--- src/fbfla_pkg.sv ---
// ---------------------------------------------------------------------------
// fbfla_pkg
// Shared types, constants and helpers of the fixed block free list allocator.
// ---------------------------------------------------------------------------
package fbfla_pkg;

    localparam int MAX_BLOCKS_DEF = 256;
    localparam int WORD_BYTES_DEF = 8;

    localparam int CNT_CFG_W   = 9;
    localparam int BYTES_CFG_W = 13;
    localparam int CFG_DATA_W  = 13;
    localparam int CFG_IDX_W   = 1;
    localparam int OPC_W       = 2;
    localparam int BIDX_W      = 8;
    localparam int STAT_W      = 2;
    localparam int GIDX_W      = 8;
    localparam int OFF_W       = 21;
    localparam int FCNT_W      = 9;

    localparam int S_TDATA_W = 8;
    localparam int S_TUSER_W = 3;
    localparam int M_TDATA_W = 40;
    localparam int M_TUSER_W = 2;

    localparam int COUNT_RST    = 256;
    localparam int BYTES_RST    = 8;
    localparam int BYTES_LIMIT  = 4096;
    localparam int RECIP_SHIFT  = 16;

    localparam logic [CFG_IDX_W-1:0] REG_BLOCK_COUNT = 1'd0;
    localparam logic [CFG_IDX_W-1:0] REG_BLOCK_BYTES = 1'd1;

    typedef enum logic [OPC_W-1:0] {
        OP_ALLOC  = 2'd0,
        OP_FREE   = 2'd1,
        OP_REINIT = 2'd2,
        OP_NONE   = 2'd3
    } t_opcode;

    typedef enum logic [STAT_W-1:0] {
        ST_OK    = 2'd0,
        ST_EMPTY = 2'd1,
        ST_NULL  = 2'd2,
        ST_RANGE = 2'd3
    } t_status;

    typedef enum logic [2:0] {
        K_ALLOC,
        K_FREE,
        K_NULL_FREE,
        K_REINIT,
        K_NOP
    } t_kind;

    typedef enum logic {
        BS_IDLE,
        BS_POP
    } t_back_state;

    typedef struct packed {
        t_kind              kind;
        logic [BIDX_W-1:0]  idx;
    } t_cmd;

    typedef struct packed {
        logic valid;
        t_cmd cmd;
    } t_q_slot;

    typedef struct packed {
        t_status            status;
        logic [GIDX_W-1:0]  gidx;
        logic [OFF_W-1:0]   off;
        logic [FCNT_W-1:0]  fcnt;
    } t_result;

    // clamp to [word, limit] and round up to a whole number of words;
    // recip is ceil(2^RECIP_SHIFT / word), exact for all sizes in range
    function automatic logic [BYTES_CFG_W-1:0] f_stride(
        input logic [BYTES_CFG_W-1:0] bytes,
        input int                     word,
        input int                     recip
    );
        logic [BYTES_CFG_W-1:0] sz;
        logic [BYTES_CFG_W:0]   up;
        logic [31:0]            prod;
        logic [BYTES_CFG_W-1:0] q;
        sz = bytes;
        if (sz > BYTES_CFG_W'(BYTES_LIMIT)) begin
            sz = BYTES_CFG_W'(BYTES_LIMIT);
        end
        if (sz < BYTES_CFG_W'(word)) begin
            sz = BYTES_CFG_W'(word);
        end
        up   = (BYTES_CFG_W + 1)'(sz) + (BYTES_CFG_W + 1)'(word - 1);
        prod = 32'(up) * 32'(recip);
        q    = BYTES_CFG_W'(prod >> RECIP_SHIFT);
        return BYTES_CFG_W'(32'(q) * 32'(word));
    endfunction

endpackage

--- src/fbfla_front.sv ---
// ---------------------------------------------------------------------------
// fbfla_front
// Input register: takes items off the slave stream and classifies them.
// ---------------------------------------------------------------------------
module fbfla_front (
    input  logic                               i_clk,
    input  logic                               i_rst_n,
    input  logic                               i_s_tvalid,
    output logic                               o_s_tready,
    input  logic [fbfla_pkg::S_TDATA_W-1:0]    i_s_tdata,  // block_index
    input  logic [fbfla_pkg::S_TUSER_W-1:0]    i_s_tuser,  // opcode, is_null
    input  logic                               i_q_full,
    output fbfla_pkg::t_q_slot                 o_push
);
    import fbfla_pkg::*;

    logic  r_valid;
    t_cmd  r_cmd;
    t_cmd  n_cmd;
    logic  accept;
    logic  push;

    assign push       = r_valid && !i_q_full;
    assign o_s_tready = !r_valid || !i_q_full;
    assign accept     = i_s_tvalid && o_s_tready;

    always_comb begin
        n_cmd.idx = i_s_tdata[BIDX_W-1:0];
        case (t_opcode'(i_s_tuser[OPC_W-1:0]))
            OP_ALLOC:  n_cmd.kind = K_ALLOC;
            OP_FREE:   n_cmd.kind = i_s_tuser[OPC_W] ? K_NULL_FREE : K_FREE;
            OP_REINIT: n_cmd.kind = K_REINIT;
            default:   n_cmd.kind = K_NOP;
        endcase
    end

    always_ff @(posedge i_clk) begin
        if (!i_rst_n) begin
            r_valid <= 1'b0;
        end else if (accept) begin
            r_valid <= 1'b1;
        end else if (push) begin
            r_valid <= 1'b0;
        end
    end

    always_ff @(posedge i_clk) begin
        if (accept) begin
            r_cmd <= n_cmd;
        end
    end

    assign o_push.valid = push;
    assign o_push.cmd   = r_cmd;

endmodule

--- src/fbfla_queue.sv ---
// ---------------------------------------------------------------------------
// fbfla_queue
// Two-entry command queue between the front and the execution unit.
// ---------------------------------------------------------------------------
module fbfla_queue (
    input  logic                i_clk,
    input  logic                i_rst_n,
    input  fbfla_pkg::t_q_slot  i_push,
    output logic                o_full,
    output fbfla_pkg::t_q_slot  o_head,
    input  logic                i_pop
);
    import fbfla_pkg::*;

    t_cmd        r_mem [2];
    logic        r_wp;
    logic        r_rp;
    logic [1:0]  r_cnt;
    logic        do_push;
    logic        do_pop;

    assign o_full       = r_cnt == 2'd2;
    assign do_push      = i_push.valid && !o_full;
    assign do_pop       = i_pop && (r_cnt != 2'd0);
    assign o_head.valid = r_cnt != 2'd0;
    assign o_head.cmd   = r_mem[r_rp];

    always_ff @(posedge i_clk) begin
        if (!i_rst_n) begin
            r_wp  <= 1'b0;
            r_rp  <= 1'b0;
            r_cnt <= 2'd0;
        end else begin
            if (do_push) begin
                r_wp <= !r_wp;
            end
            if (do_pop) begin
                r_rp <= !r_rp;
            end
            r_cnt <= r_cnt + 2'(do_push) - 2'(do_pop);
        end
    end

    always_ff @(posedge i_clk) begin
        if (do_push) begin
            r_mem[r_wp] <= i_push.cmd;
        end
    end

endmodule

--- src/fbfla_back.sv ---
// ---------------------------------------------------------------------------
// fbfla_back
// Execution unit: link memory, list head, free count and result register.
// ---------------------------------------------------------------------------
module fbfla_back #(
    parameter int MAX_BLOCKS = fbfla_pkg::MAX_BLOCKS_DEF,
    parameter int WORD_BYTES = fbfla_pkg::WORD_BYTES_DEF
) (
    input  logic                                i_clk,
    input  logic                                i_rst_n,
    input  fbfla_pkg::t_q_slot                  i_head,
    output logic                                o_pop,
    input  logic [fbfla_pkg::CNT_CFG_W-1:0]     i_block_count,
    input  logic [fbfla_pkg::BYTES_CFG_W-1:0]   i_block_bytes,
    output logic                                o_res_valid,
    input  logic                                i_res_ready,
    output fbfla_pkg::t_result                  o_res
);
    import fbfla_pkg::*;

    localparam int IDX_W  = (MAX_BLOCKS > 1) ? $clog2(MAX_BLOCKS) : 1;
    localparam int CNT_W  = $clog2(MAX_BLOCKS + 1);
    localparam int PROD_W = IDX_W + BYTES_CFG_W;
    localparam int RECIP  = (2 ** RECIP_SHIFT + WORD_BYTES - 1) / WORD_BYTES;
    localparam logic [CNT_W-1:0] MAX_CNT  = CNT_W'(MAX_BLOCKS);
    localparam logic [CNT_W-1:0] POOL_RST =
        (COUNT_RST > MAX_BLOCKS) ? CNT_W'(MAX_BLOCKS) : CNT_W'(COUNT_RST);
    localparam logic [BYTES_CFG_W-1:0] STRIDE_RST =
        f_stride(BYTES_CFG_W'(BYTES_RST), WORD_BYTES, RECIP);

    logic [IDX_W-1:0]        r_link_mem [MAX_BLOCKS];
    logic [IDX_W-1:0]        r_rd_link;
    logic [MAX_BLOCKS-1:0]   r_valid, n_valid;

    t_back_state             r_state, n_state;
    logic [IDX_W-1:0]        r_head, n_head;
    logic [CNT_W-1:0]        r_free, n_free;
    logic [CNT_W-1:0]        r_pool, n_pool;
    logic [BYTES_CFG_W-1:0]  r_stride, n_stride;
    logic [IDX_W-1:0]        r_blk, n_blk;
    logic                    r_out_valid, n_out_valid;
    t_result                 r_res, n_res;

    logic                    out_free;
    logic                    mem_we;
    logic [IDX_W-1:0]        mem_waddr;
    logic                    mem_re;
    logic [CNT_W-1:0]        blk_next;
    logic [IDX_W-1:0]        fresh_link;
    logic [IDX_W-1:0]        pop_link;
    logic [PROD_W-1:0]       blk_off;
    logic [CNT_W-1:0]        pool_new;
    logic [IDX_W-1:0]        free_idx;

    assign out_free = !r_out_valid || i_res_ready;
    assign pool_new = (32'(i_block_count) > 32'(MAX_BLOCKS)) ? MAX_CNT
                                                             : CNT_W'(i_block_count);
    assign free_idx = IDX_W'(i_head.cmd.idx);

    // entry never written since reinit holds the ascending chain
    assign blk_next   = CNT_W'(r_blk) + CNT_W'(1);
    assign fresh_link = (blk_next < r_pool) ? IDX_W'(blk_next) : '0;
    assign pop_link   = r_valid[r_blk] ? r_rd_link : fresh_link;
    assign blk_off    = PROD_W'(r_blk) * PROD_W'(r_stride) + PROD_W'(2 * WORD_BYTES);

    always_comb begin
        n_state     = r_state;
        n_head      = r_head;
        n_free      = r_free;
        n_pool      = r_pool;
        n_stride    = r_stride;
        n_blk       = r_blk;
        n_valid     = r_valid;
        n_out_valid = r_out_valid && !i_res_ready;
        n_res       = r_res;
        o_pop       = 1'b0;
        mem_we      = 1'b0;
        mem_waddr   = free_idx;
        mem_re      = 1'b0;

        case (r_state)
            BS_IDLE: begin
                if (i_head.valid) begin
                    if (i_head.cmd.kind == K_ALLOC && r_free != '0) begin
                        o_pop   = 1'b1;
                        mem_re  = 1'b1;
                        n_blk   = r_head;
                        n_state = BS_POP;
                    end else if (out_free) begin
                        o_pop       = 1'b1;
                        n_out_valid = 1'b1;
                        n_res       = '{status: ST_OK, gidx: '0, off: '0,
                                        fcnt: FCNT_W'(r_free)};
                        case (i_head.cmd.kind)
                            K_ALLOC: begin
                                n_res.status = ST_EMPTY;
                            end
                            K_FREE: begin
                                if (32'(i_head.cmd.idx) < 32'(r_pool)) begin
                                    mem_we            = 1'b1;
                                    n_valid[free_idx] = 1'b1;
                                    n_head            = free_idx;
                                    if (r_free < MAX_CNT) begin
                                        n_free = r_free + CNT_W'(1);
                                    end
                                    n_res.fcnt = FCNT_W'(n_free);
                                end else begin
                                    n_res.status = ST_RANGE;
                                end
                            end
                            K_NULL_FREE: begin
                                n_res.status = ST_NULL;
                            end
                            K_REINIT: begin
                                n_valid    = '0;
                                n_head     = '0;
                                n_free     = pool_new;
                                n_pool     = pool_new;
                                n_stride   = f_stride(i_block_bytes, WORD_BYTES, RECIP);
                                n_res.fcnt = FCNT_W'(pool_new);
                            end
                            default: begin
                            end
                        endcase
                    end
                end
            end
            BS_POP: begin
                if (out_free) begin
                    n_head      = pop_link;
                    n_free      = r_free - CNT_W'(1);
                    n_out_valid = 1'b1;
                    n_res       = '{status: ST_OK, gidx: GIDX_W'(r_blk),
                                    off: OFF_W'(blk_off),
                                    fcnt: FCNT_W'(r_free - CNT_W'(1))};
                    n_state     = BS_IDLE;
                end
            end
            default: begin
                n_state = BS_IDLE;
            end
        endcase
    end

    always_ff @(posedge i_clk) begin
        if (!i_rst_n) begin
            r_state     <= BS_IDLE;
            r_head      <= '0;
            r_free      <= POOL_RST;
            r_pool      <= POOL_RST;
            r_stride    <= STRIDE_RST;
            r_valid     <= '0;
            r_out_valid <= 1'b0;
        end else begin
            r_state     <= n_state;
            r_head      <= n_head;
            r_free      <= n_free;
            r_pool      <= n_pool;
            r_stride    <= n_stride;
            r_valid     <= n_valid;
            r_out_valid <= n_out_valid;
        end
    end

    always_ff @(posedge i_clk) begin
        r_blk <= n_blk;
        r_res <= n_res;
    end

    always_ff @(posedge i_clk) begin
        if (mem_we) begin
            r_link_mem[mem_waddr] <= r_head;
        end
        if (mem_re) begin
            r_rd_link <= r_link_mem[r_head];
        end
    end

    assign o_res_valid = r_out_valid;
    assign o_res       = r_res;

endmodule

--- src/fixed_block_free_list_allocator.sv ---
// ---------------------------------------------------------------------------
// fixed_block_free_list_allocator
// LIFO free list over a pool of equal blocks: allocate, free, reinitialize.
// ---------------------------------------------------------------------------
// Each item gives exactly one result. The execution unit settles a free, a
// reinit, a null or rejected free and an allocate from an empty pool in its
// idle state; an allocate that succeeds passes a second state, BS_POP, that
// waits on the registered read of the link memory. Items pass an input
// register and a two-entry queue before the execution unit, which registers
// its result.
// Out of reset the pool is set up as after a reinit with 256 blocks of
// 8 bytes, with no clearing pass; block_count and block_bytes take effect at
// the next reinit. Double frees are not detected.
module fixed_block_free_list_allocator
    import fbfla_pkg::*;
#(
    parameter int MAX_BLOCKS = MAX_BLOCKS_DEF,
    parameter int WORD_BYTES = WORD_BYTES_DEF
) (
    input  logic                   i_clk,
    input  logic                   i_rst_n,
    input  logic                   i_s_tvalid,
    output logic                   o_s_tready,
    input  logic [S_TDATA_W-1:0]   i_s_tdata,   // block_index
    input  logic [S_TUSER_W-1:0]   i_s_tuser,   // opcode, is_null
    output logic                   o_m_tvalid,
    input  logic                   i_m_tready,
    output logic [M_TDATA_W-1:0]   o_m_tdata,   // granted_index, granted_offset, free_count
    output logic [M_TUSER_W-1:0]   o_m_tuser,   // status
    input  logic                   i_cfg_we,
    input  logic [CFG_IDX_W-1:0]   i_cfg_idx,
    input  logic [CFG_DATA_W-1:0]  i_cfg_data
);

    logic [CNT_CFG_W-1:0]    r_block_count;
    logic [BYTES_CFG_W-1:0]  r_block_bytes;
    t_q_slot                 push;
    t_q_slot                 head;
    logic                    q_full;
    logic                    pop;
    t_result                 res;

    always_ff @(posedge i_clk) begin
        if (!i_rst_n) begin
            r_block_count <= CNT_CFG_W'(COUNT_RST);
            r_block_bytes <= BYTES_CFG_W'(BYTES_RST);
        end else if (i_cfg_we) begin
            case (i_cfg_idx)
                REG_BLOCK_COUNT: r_block_count <= i_cfg_data[CNT_CFG_W-1:0];
                REG_BLOCK_BYTES: r_block_bytes <= i_cfg_data[BYTES_CFG_W-1:0];
                default: begin
                end
            endcase
        end
    end

    fbfla_front u_front (
        .i_clk      (i_clk),
        .i_rst_n    (i_rst_n),
        .i_s_tvalid (i_s_tvalid),
        .o_s_tready (o_s_tready),
        .i_s_tdata  (i_s_tdata),
        .i_s_tuser  (i_s_tuser),
        .i_q_full   (q_full),
        .o_push     (push)
    );

    fbfla_queue u_queue (
        .i_clk   (i_clk),
        .i_rst_n (i_rst_n),
        .i_push  (push),
        .o_full  (q_full),
        .o_head  (head),
        .i_pop   (pop)
    );

    fbfla_back #(
        .MAX_BLOCKS (MAX_BLOCKS),
        .WORD_BYTES (WORD_BYTES)
    ) u_back (
        .i_clk         (i_clk),
        .i_rst_n       (i_rst_n),
        .i_head        (head),
        .o_pop         (pop),
        .i_block_count (r_block_count),
        .i_block_bytes (r_block_bytes),
        .o_res_valid   (o_m_tvalid),
        .i_res_ready   (i_m_tready),
        .o_res         (res)
    );

    assign o_m_tuser = res.status;
    assign o_m_tdata = {(M_TDATA_W - GIDX_W - OFF_W - FCNT_W)'(0), res.fcnt, res.off, res.gidx};

endmodule

--- config.mk ---
export PLATFORM = sky130hd
export DESIGN_NAME = fixed_block_free_list_allocator
export DESIGN_NICKNAME = d
export VERILOG_FILES = /design/src/fbfla_pkg.sv /design/src/fbfla_front.sv /design/src/fbfla_queue.sv /design/src/fbfla_back.sv /design/src/fixed_block_free_list_allocator.sv
export SDC_FILE = /design/constraint.sdc
export NUM_CORES = 2
export LEC_CHECK = 0
export BUFFER_PORTS_ARGS = -buffer_cell sky130_fd_sc_hd__buf_2
export CAP_MARGIN = 20
export CORE_ASPECT_RATIO = 1.25
export CORE_MARGIN = 2
export CORE_UTILIZATION = 40
export DETAILED_ROUTE_END_ITERATION = 8
export PLACE_DENSITY_LB_ADDON = 0.15
export SLEW_MARGIN = 20
export SYNTH_ARGS = -nofsm -noshare
export SYNTH_HDL_FRONTEND = slang
export SYNTH_SLANG_ARGS = --single-unit
export TNS_END_PERCENT = 30
--- constraint.sdc ---
create_clock -name i_clk -period 9.8 [get_ports i_clk]
set_clock_uncertainty 0.15 [all_clocks]
set_input_delay 1.96 -clock i_clk [delete_from_list [all_inputs] [get_ports i_clk]]
set_output_delay 1.96 -clock i_clk [all_outputs]
set_load 0.01 [all_outputs]
==> impl_results.md <==
* Status: finished clean
* DRC Markers at 0
* Synthesized flop and latch total at 2,456
* Clock Sinks at 2,456
* Hold Path Class: reg2reg
* Fin worst setup slack at 3250 ps
* Clk pin slew, worst setup/hold paths at 60 ps
* Placed insts at 8,492
* Hold-fix buffers at CTS at 0
* Initial antenna violation count at 5
* Net Sw Power at 7.03 mW
* Site row count at 204
* Core Area at 0.247 mm²
* RSZ-0062 raised after global routing: false
* DRT Wirelength at 245 mm
* Post-synth EDFFs at 2,134
* Die width at 449 µm
* H-tree levels at 4
* Final total power at 26.0 mW
* Share of layout cells above drive strength 1 at 23.0%
* # Post-CTS Setup Buffers at 0
* Pin count of the biggest net entering global routing at 153
* Switching share of power at 27.0%
* Layout Nets at 5,583
* Synth Instances at 5,354
* Unique masters post-synth at 77
* Top_reg_cell synth: edfxtp_1
* Comb pwr share at 17.4%
* Routed vias at 49,400
* DIE AREA at 0.251 mm²
* Routability Congestion at 0.858
* Setup_tns at 0 ps
* Number of vias per cell at 5.53
* CTS tree: built
* Slew HR at 21.9%
* Final setup violation count at 0
* Area delta synth->final at 12.0%
* Vias in the first global route at 50,600
* Slowest-stage cell, CP: edfxtp_1
* Die extent in y at 560 µm
* Initial Utilization at 40.1%
* WS Path Type: reg2reg
* Highest cell delay on the worst timing path at 690 ps
* CP arrival at 7120 ps
* DP HPWL at 149 mm
* Fin crit share at 66.8%
* R2r setup slk at 3250 ps
* Max_cap viols at 0
* Critical-path cell list: buf_4 > nand2_1 > fa_1 > fa_1 > inv_1 > fa_1 > inv_1 > fa_1 > inv_1 > ha_1 > o21ai_0 > o21a_1 > o311ai_0 > nand4_1 > nor3_1 > nand4_1 > or4_1 > a21oi_1
* Total grt overflow at 0
* Flop pwr share at 47.3%
* Post-synthesis async set-or-reset flop share at 0%
* Tmin final at 6550 ps
* IO Pins at 74
* Cell Int Power at 19.0 mW
* Antenna-violating nets left at 0
* Worst setup SP type: flip-flop
* Longest Clk Path Bufs at 4
* Post-layout util at 44.9%
* Input/output buffers at 68
* CP Max Fanout at 35
* Cell Count, Final, Fillers Out at 8,945
* Total track usage at 19.3%
* Setup Slack @ Placement at 3240 ps
* Clock Latency Late Sink at 900 ps
* Clock share of power at 35.3%
* Average wire per standard cell at 27.4 µm
* Power Dens Cells at 235 mW/mm²
* Pre-antenna DRT Iters at 5
* Pleak at 34.4 nW
* Worst VDD drop at 0.000149 V
* First-pass GRT wire length at 360 mm
* Final slew viol count at 0
* Most common cell on crit path: fa_1
* Worst path required time at 10,370 ps
* Drt first-iter violations at 4,328
* CTS buffer count at 247
* Slew @ Worst Pin at 1170 ps
* Top achievable clock speed at 153 MHz
* Synth Cell Area at 0.0989 mm²
* Crit. End Element: flip-flop
* Clk root buf: clkbuf_16
* Avg Cell Area, Syn at 18.5 µm²
* Final hold vios at 0
* Sequential area share after synthesis at 71.3%
* CTS resizes at 0
* Synth Warn # at 0
## cell type report
type / count / area (µm²)
clock inverters: 132 / 1110
well taps: 3296 / 4120
inverters: 112 / 420
clock buffers: 317 / 6640
flip-flops and latches: 2456 / 70600
repair buffers: 166 / 1230
diodes: 3 / 7.51
fillers: 21300 / 136000
multi-input cells: 2463 / 26600
## registers in the layout, indices dropped and copies added, names as in the netlist, 2 cells and up, named ones only
name,count
r_block_bytes,13
r_block_count,9
u_back.o_res,37
u_back.r_blk,8
u_back.r_free,9
u_back.r_head,8
u_back.r_link_mem,2048
u_back.r_pool,9
u_back.r_rd_link,8
u_back.r_stride,10
u_back.r_valid,256
u_front.o_push,11
u_queue.r_cnt,2
u_queue.r_mem,22
## power by group through the flow
stage,clock network (mW),registers (mW),logic (mW)
global placement,0,12.5,4.61
floorplan,0,12.8,2.64
global route,9.80,12.3,4.83
detailed placement,0,12.5,4.66
finish,9.17,12.3,4.53
CTS,9.39,12.3,4.66
## cell families (layout without fill, tap and decap cells)
kind of cell               after synthesis  count (layout)  synth area share, %
and+or+nand+nor                       1004            1004                 4.47
AOI/OAI and AO/OA                      514             514                 3.08
other                                    1               8              0.00379
buffers and inverters                  439             727                 1.82
DFF                                   2456            2456                 71.3
muxes                                  790             790                 17.2
xor gates and xnor gates                43              43                0.381
adders and majority gates              107             107                 1.72
## final timing paths
path / from / to / depth (start not counted)
worst max-delay path: u_back.r_blk[2] / u_back.o_res[28] / 18
worst min-delay path: u_back.r_valid[118] / u_back.r_valid[118] / 2
worst max register to register: u_back.r_blk[2] / u_back.o_res[28] / 18
worst min register to register: u_back.r_valid[118] / u_back.r_valid[118] / 2
## placed cells by master, fill, tap and decap left out, drive strengths merged, types with 48 or more instances in the layout
master	instances
dfxtp	322
ha	59
clkbuf	317
fa	48
edfxtp	2134
and2	80
nand3	61
nand2	420
mux2i	60
o21ai	299
a21oi	61
mux4	726
buf	166
nor2	343
clkinv	103
inv	117
## worst max-delay path, delay by kind of cell, from the launching register on
| kind | cells | cell delay (ps) |
|---|---|---|
| buffers and inverters | 4 | 690 |
| DFF | 1 | 690 |
| AOI/OAI and AO/OA | 4 | 1030 |
| and+or+nand+nor | 5 | 1470 |
| adders and majority gates | 5 | 2370 |
## synth_stat cells, types with 60 or more instances
library cell | n | area (µm²)
nand2_1 | 420 | 1580
mux4_2 | 726 | 16400
mux2i_1 | 60 | 601
o21ai_0 | 296 | 1480
a21oi_1 | 61 | 305
and2_1 | 80 | 500
buf_2 | 72 | 360
clkbuf_1 | 211 | 792
inv_1 | 109 | 409
dfxtp_1 | 322 | 6450
nor2_1 | 342 | 1280
edfxtp_1 | 2134 | 64100
## layer usage
metal / vias to the layer above / GRT usage (%) / wire length, µm
met1: 26400 / 26.2 / 103000
met3: 339 / 2.68 / 11500
met2: 1194 / 32.7 / 124000
li1: 21500 / - / -
met4: 0 / 5.26 / 6250
met5: - / 0 / 0
## metrics by stage
stage | cell area, µm² | hold slack, ps
after floorplan | 98900 | 270
after global placement | 103000 | 279
after detailed placement | 103000 | 287
after CTS | 111000 | 301
after global routing | 111000 | 323
final | 111000 | 297
Power figures use the tool's default switching activity.
